`src/hdl/assert_macros.svh`:
```
// Assertion macros shared by the atomic memory operation unit.
// No dependencies; included by atomic_memory_op_unit, which carries the assertions.
`ifndef ASSERT_MACROS_SVH
`define ASSERT_MACROS_SVH

// The consequent must hold in the same cycle as the antecedent.
`define AMO_ASSERT_IMP(label, clk, rstn, ante, cons) \
    label: assert property (@(posedge clk) disable iff (!(rstn)) (ante) |-> (cons)) \
        else $error("same-cycle check failed");

// The consequent must hold in the cycle after the antecedent.
`define AMO_ASSERT_NXT(label, clk, rstn, ante, cons) \
    label: assert property (@(posedge clk) disable iff (!(rstn)) (ante) |=> (cons)) \
        else $error("next-cycle check failed");

`endif

```
`src/hdl/amo_pkg.sv`:
```
// Package of the atomic memory operation unit: sizes, operation codes, types.
// No dependencies; used by amo_alu, atomic_memory_op_unit and the testbench.
package amo_pkg;

    localparam int NUM_WORDS = 256;
    localparam int WORD_BITS = 32;
    localparam int ADDR_BITS = (NUM_WORDS > 1) ? $clog2(NUM_WORDS) : 1;

    localparam int KIND_BITS = 4;
    localparam int INDEX_BITS = 8;
    localparam int FIELD_BITS = 32;

    localparam logic [KIND_BITS-1:0] KIND_GET  = 4'd0;
    localparam logic [KIND_BITS-1:0] KIND_SET  = 4'd1;
    localparam logic [KIND_BITS-1:0] KIND_CLR  = 4'd2;
    localparam logic [KIND_BITS-1:0] KIND_ADD  = 4'd3;
    localparam logic [KIND_BITS-1:0] KIND_SUB  = 4'd4;
    localparam logic [KIND_BITS-1:0] KIND_INC  = 4'd5;
    localparam logic [KIND_BITS-1:0] KIND_DEC  = 4'd6;
    localparam logic [KIND_BITS-1:0] KIND_OR   = 4'd7;
    localparam logic [KIND_BITS-1:0] KIND_XOR  = 4'd8;
    localparam logic [KIND_BITS-1:0] KIND_AND  = 4'd9;
    localparam logic [KIND_BITS-1:0] KIND_NAND = 4'd10;
    localparam logic [KIND_BITS-1:0] KIND_CAS  = 4'd11;

    typedef logic [WORD_BITS-1:0] word_t;

    // Operation applied to one word.
    typedef struct packed {
        logic [KIND_BITS-1:0] kind;
        word_t                opv;
        word_t                cmp;
    } amo_op_t;

    // What the operation unit hands back.
    typedef struct packed {
        word_t next_word;
        logic  swap_done;
    } amo_res_t;

endpackage

```
`src/hdl/amo_alu.sv`:
```
// Modify step of the read-modify-write: computes the new word from the old one.
// Depends on amo_pkg.
module amo_alu
    import amo_pkg::*;
(
    input  word_t    prior,
    input  amo_op_t  op,
    output amo_res_t res
);

    always_comb begin
        res.next_word = prior;
        res.swap_done = 1'b0;
        case (op.kind)
            KIND_SET:  res.next_word = op.opv;
            KIND_CLR:  res.next_word = '0;
            KIND_ADD:  res.next_word = prior + op.opv;
            KIND_SUB:  res.next_word = prior - op.opv;
            KIND_INC:  res.next_word = prior + word_t'(1);
            KIND_DEC:  res.next_word = prior - word_t'(1);
            KIND_OR:   res.next_word = prior | op.opv;
            KIND_XOR:  res.next_word = prior ^ op.opv;
            KIND_AND:  res.next_word = prior & op.opv;
            KIND_NAND: res.next_word = ~(prior & op.opv);
            KIND_CAS: begin
                if (prior == op.cmp) begin
                    res.next_word = op.opv;
                    res.swap_done = 1'b1;
                end
            end
            default:   res.next_word = prior;
        endcase
    end

endmodule

```
`config.mk`:
```
export PLATFORM = sky130hd
export DESIGN_NAME = amo_alu
export DESIGN_NICKNAME = d
export VERILOG_FILES = /design/src/hdl/assert_macros.svh /design/src/hdl/amo_pkg.sv /design/src/hdl/amo_alu.sv
export SDC_FILE = /design/constraint.sdc
export NUM_CORES = 1
export LEC_CHECK = 0
export ABC_CLOCK_PERIOD_IN_PS = 19100
export BUFFER_PORTS_ARGS = -buffer_cell sky130_fd_sc_hd__buf_2
export CAP_MARGIN = 15
export CORE_MARGIN = 5
export CORE_UTILIZATION = 60
export DETAILED_ROUTE_END_ITERATION = 6
export GPL_ROUTABILITY_DRIVEN = 0
export GPL_TIMING_DRIVEN = 0
export PLACE_DENSITY_LB_ADDON = 0.25
export RECOVER_POWER = 50
export SYNTH_ARGS = -nofsm -noshare
export SYNTH_HDL_FRONTEND = slang
export SYNTH_SLANG_ARGS = --single-unit
```
`constraint.sdc`:
```
create_clock -name vclk -period 19.1
set_input_delay 5.73 -clock vclk [all_inputs]
set_output_delay 5.73 -clock vclk [all_outputs]
set_load 0.05 [all_outputs]
```
==> out/qor.yml, run 1 <==
run_status: "completed"
fmax_mhz: 59.20
slew-limit-headroom_pct: 36.81
core_area_um2: 9153
cp-end-kind: "output port"
setup.worst_path.class: "input port to output port"
routed_via_density: 6.778
fin_ws_ns: 2.207
synthSimpleGateAreaFrac_pct: 22.22
diodes: 0
grt_first_pass_wirelength_um: 33100
wire_per_inst_um: 19.61
synthCells: 847
crit_fanout: 6
fin_crit_ns: 16.89
hold_buffers: 0
yosysUniqueCellTypes: 73
track_usage_pct: 35.43
worst_ep_required_time_ns: 13.37
die_w_um: 106.6
post-route-drc-count: 0
holdWs_ns: 11.95
dieArea_um2: 11370
drive_above_1_share_pct: 14.37
drv_slew: 0
netlist_area_um2: 5603
tightest_slew_ns: 0.9392
yosysWarnings: 0
multi_input_area_um2: 5164
synth_fp_nets: 1044
ir_drop_mv: 0.03029
nets: 1180
rsz0062_at_grt: "false"
n_sequential_cell: 0
seq_area_frac_synth_pct: 0
io_pins: 133
synth_top_area_cell: "ha_1"
start_util_pct: 61.22
drt_first_pass_iters: 6
ant_nets: 0
hold_violations: 0
first_global_vias: 6688
ctsResizeCount: 0
worstHoldStart: "prior[28]"
setup_viol: 0
synth-xor-area-share_pct: 9.223
portBuffers: 133
cap_violations: 0
p_leak_nw: 3.044
tns_ns: 0
clockBufferCount: 0
whs_endpoint: "res[29]"
synth_compound_area_share_pct: 38.72
synth_top_family_by_area: "compound AO/OA/AOI/OAI gates"
vias: 7402
fin_area_um2: 6394
n_fill_cell: 855
critPathArrivalTime_ns: 11.16
avgSynthCellArea_um2: 6.615
synth_area_leaders: "ha_1 21%, a21oi_1 7.9%, xor2_1 6.7%"
seq_area_um2: 0
synth_mux_area_share_pct: 0.2010
post_dp_cell_area_um2: 6407
power.density_nw_per_um2: 37.31
gr-total-overflow: 0
syn_to_final_growth_pct: 14.11
yosys.area.top_type_share_pct: 21.44
drtIter0Drc: 770
pre_cts_slack_ns: 2.397
post_synth_fa_ha_maj_area_fraction_pct: 21.80
hold_depth: 4
finalWirelength_um: 21420
worstHoldPathType: "input port to output port"
postCtsSetupRepairBufs: 0
crit_path_start_kind: "input port"
grt_max_degree: 11
antenna_found_initial: 0
hpwl_um: 16980
rows: 35
min_period_over_period_pct: 88.44
die_h_um: 106.6
[stage by stage]
| stage | util, % | instances | power [mW] |
|---|---|---|---|
| floorplan | - | 847 | 0.1667 |
| global placement | 70.01 | 1091 | 0.2307 |
| detailed placement | 70.01 | 1091 | 0.2339 |
| CTS | 70.01 | 1091 | 0.2349 |
| global route | 69.86 | 1092 | 0.2567 |
| finish | 69.86 | 1092 | 0.2386 |
[layer usage]
metal | vias to the layer above | track usage [%] | wire [um]
met1 | 3325 | 46.30 | 8240
met4 | 0 | 19.18 | 1203
li1 | 3458 | - | -
met5 | - | 0 | 0
met2 | 514 | 56.47 | 9411
met3 | 105 | 4.515 | 2563
[layout make-up]
class | count | area share, %
Buffer | 40 | 2.524
Inverter | 74 | 4.344
Multi-Input combinational cell | 733 | 80.76
Tap cell | 111 | 2.172
Timing Repair Buffer | 134 | 10.20
[cells by family after synthesis]
| kind of cell | count (synthesis) |
|---|---|
| compound gates | 325 |
| fa+ha+maj | 97 |
| buf+inv | 114 |
| mux | 1 |
| xor+xnor | 59 |
| simple gates | 251 |
[critical path: stages]
cell and delay (ns):
buf_2 0.14, or3_4 0.41, or4_4 0.48, nand3b_1 0.22, or3_1 0.38, nor3_1 0.45, nand2_1 0.11, a31oi_1 0.18
o21ai_1 0.09, ha_1 0.36, and3_1 0.26, a221o_1 0.37, a21oi_1 0.23, or4b_2 0.68, or4_4 0.44, and4_1 0.18
nor3_1 0.16, buf_2 0.28
[how the worst max path moves through the flow]
stage            from       to  slack [ns]  cells after the start
2_1_floorplan  op[33]  res[32]        2.34                     16
3_3_place_gp   op[34]  res[32]        2.43                     18
3_5_place_dp   op[33]  res[32]        2.40                     18
4_1_cts        op[33]  res[32]        2.38                     18
5_1_grt        op[32]  res[32]        2.07                     19
6_report       op[34]  res[32]        2.21                     18
[cell usage after synthesis (8+ instances only)]
library cell  number
o221ai_1          15
ha_1              96
o211ai_1          28
nand2b_1           9
o21ai_0           59
inv_1             74
nand3_1            9
a31oi_1           22
xnor2_1           16
a21o_1            21
nor4_1            12
xor2_1            43
a221oi_1          23
nor2_1            84
a21oi_1           89
o22ai_1            8
nor3_1            25
clkbuf_1          34
nand2_1           66
[cells in the final DEF, fill, tap and decap left out, drive strengths merged, types with 7 or more instances in the layout]
cell,count
a21o,21
a21oi,89
a221oi,23
a31oi,22
and4,7
buf,123
clkbuf,51
ha,96
inv,74
nand2,67
nand2b,9
nand3,10
nand4,7
nor2,84
nor3,25
nor4,13
o211ai,28
o21ai,60
o221ai,15
o22ai,8
xnor2,16
xor2,43
[where the power goes]
group          internal, mW  leakage [nW]  switching [mW]
Clock                     0             0               0
Sequential                0             0               0
Combinational        0.0785          3.04           0.160
Note: power is estimated with default switching activity, not from simulation.
==> inputs of run 2 (changes only) <==
--- a/config.mk
+++ b/config.mk
@@ -12,7 +12,6 @@
 export CORE_UTILIZATION = 60
 export DETAILED_ROUTE_END_ITERATION = 6
 export GPL_ROUTABILITY_DRIVEN = 0
-export GPL_TIMING_DRIVEN = 0
 export PLACE_DENSITY_LB_ADDON = 0.25
 export RECOVER_POWER = 50
 export SYNTH_ARGS = -nofsm -noshare
==> run 2 against run 1 <==
  * The run now ends with capacitance limit, slew limit left
  * Flip-flop and latch count is the same
  * Critical path type unchanged
  * Die area unchanged
  * Cell area shrank 1.3%
==> out/qor.yml, run 2 (synthesis results as in run 1) <==
tightest_slew_ns: 1.874
postCtsSetupRepairBufs: 0
violations: "capacitance limit, slew limit"
track_usage_pct: 33.77
fin_ws_ns: 2.443
hpwl_um: 15480
holdWs_ns: 11.93
drv_slew: 29
fin_crit_ns: 16.66
seq_area_um2: 0
min_period_over_period_pct: 87.21
fmax_mhz: 60.04
diodes: 0
critPathArrivalTime_ns: 10.93
setup_viol: 0
n_fill_cell: 868
hold_violations: 0
rsz0062_at_grt: "false"
n_sequential_cell: 0
worst_ep_required_time_ns: 13.37
p_leak_nw: 3.024
tns_ns: 0
switching_share_pct: 66.75
grt_max_degree: 33
vias: 7121
p_sw_mw: 0.1563
ctsResizeCount: 0
crit_fanout: 6
antenna_found_initial: 0
routed_via_density: 6.731
start_util_pct: 61.22
worstHoldPathType: "input port to output port"
wire_per_inst_um: 19.00
run_status: "complete, but fails checks"
nets: 1146
post_dp_cell_area_um2: 6330
core_area_um2: 9153
rows: 35
first_global_vias: 6583
power.density_nw_per_um2: 37.11
pre_cts_slack_ns: 2.517
ir_drop_mv: 0.02778
finalWirelength_um: 20100
p_comb_share_pct: 100.0
final_cell_mix: "118 x buf_2, 96 x ha_1, 89 x a21oi_1, 83 x nor2_1, 74 x inv_1"
drtIter0Drc: 576
pwr-share-seq_pct: 0
hold_buffers: 0
die_w_um: 106.6
drive_above_1_share_pct: 15.73
final_common_cell: "buf_2"
io_pins: 133
p_int_mw: 0.07786
cp-end-kind: "output port"
setup.worst_path.class: "input port to output port"
fin_area_um2: 6311
syn_to_final_growth_pct: 12.64
dieArea_um2: 11370
drt_first_pass_iters: 6
power.share.clock_pct: 0
gr-total-overflow: 0
crit_path_start_kind: "input port"
post-route-drc-count: 0
grt_first_pass_wirelength_um: 32000
clockBufferCount: 0
ant_nets: 0
totalPowerFinal_mw: 0.2342
slew-limit-headroom_pct: -24.97
die_h_um: 106.6
cap_violations: 1
portBuffers: 133
run 2: area by class of cell:
cell class | count | area (um^2) | area share (%)
inverter | 74 | 277.8 | 4.401
multi-input combinational | 733 | 5195 | 82.32
tap | 111 | 138.9 | 2.201
timing repair buffer | 140 | 699.4 | 11.08
run 2: path summary, 6_finish.rpt:
kind	start	end	cells past startpoint
worst max-delay path	op[33]	res[32]	18
worst min-delay path	prior[0]	res[1]	4
run 2: metrics by stage:
step	utilization, %	instances
detailed placement	69.16	1058
global route	68.95	1058
floorplan	-	847
CTS	69.16	1058
global placement	69.16	1058
finish	68.95	1058
run 2: power groups by stage:
stage                     combinational (mW)  sequential, mW  clock, mW
after CTS                              0.232               0          0
final                                  0.234               0          0
after floorplan                        0.167               0          0
after global placement                 0.228               0          0
after global routing                   0.254               0          0
after detailed placement               0.231               0          0
run 2: per-layer routing:
layer	wire length, um	vias up	track usage [%]
li1	-	3375	-
met1	7691	3235	43.35
met2	9311	444	57.01
met3	2245	67	3.552
met4	851	0	14.89
met5	0	-	0
run 2: critical path, stage by stage:
cell      delay (ns)
buf_2           0.13
or3_4           0.41
or4_4           0.47
nand3b_1        0.21
or3_1           0.36
nor3_1          0.33
nand2_1         0.09
a31oi_1         0.17
o21ai_1         0.10
ha_1            0.35
and3_1          0.24
a221o_1         0.36
a21oi_1         0.20
or4b_2          0.67
or4_4           0.44
and4_1          0.19
nor3_1          0.17
buf_2           0.29
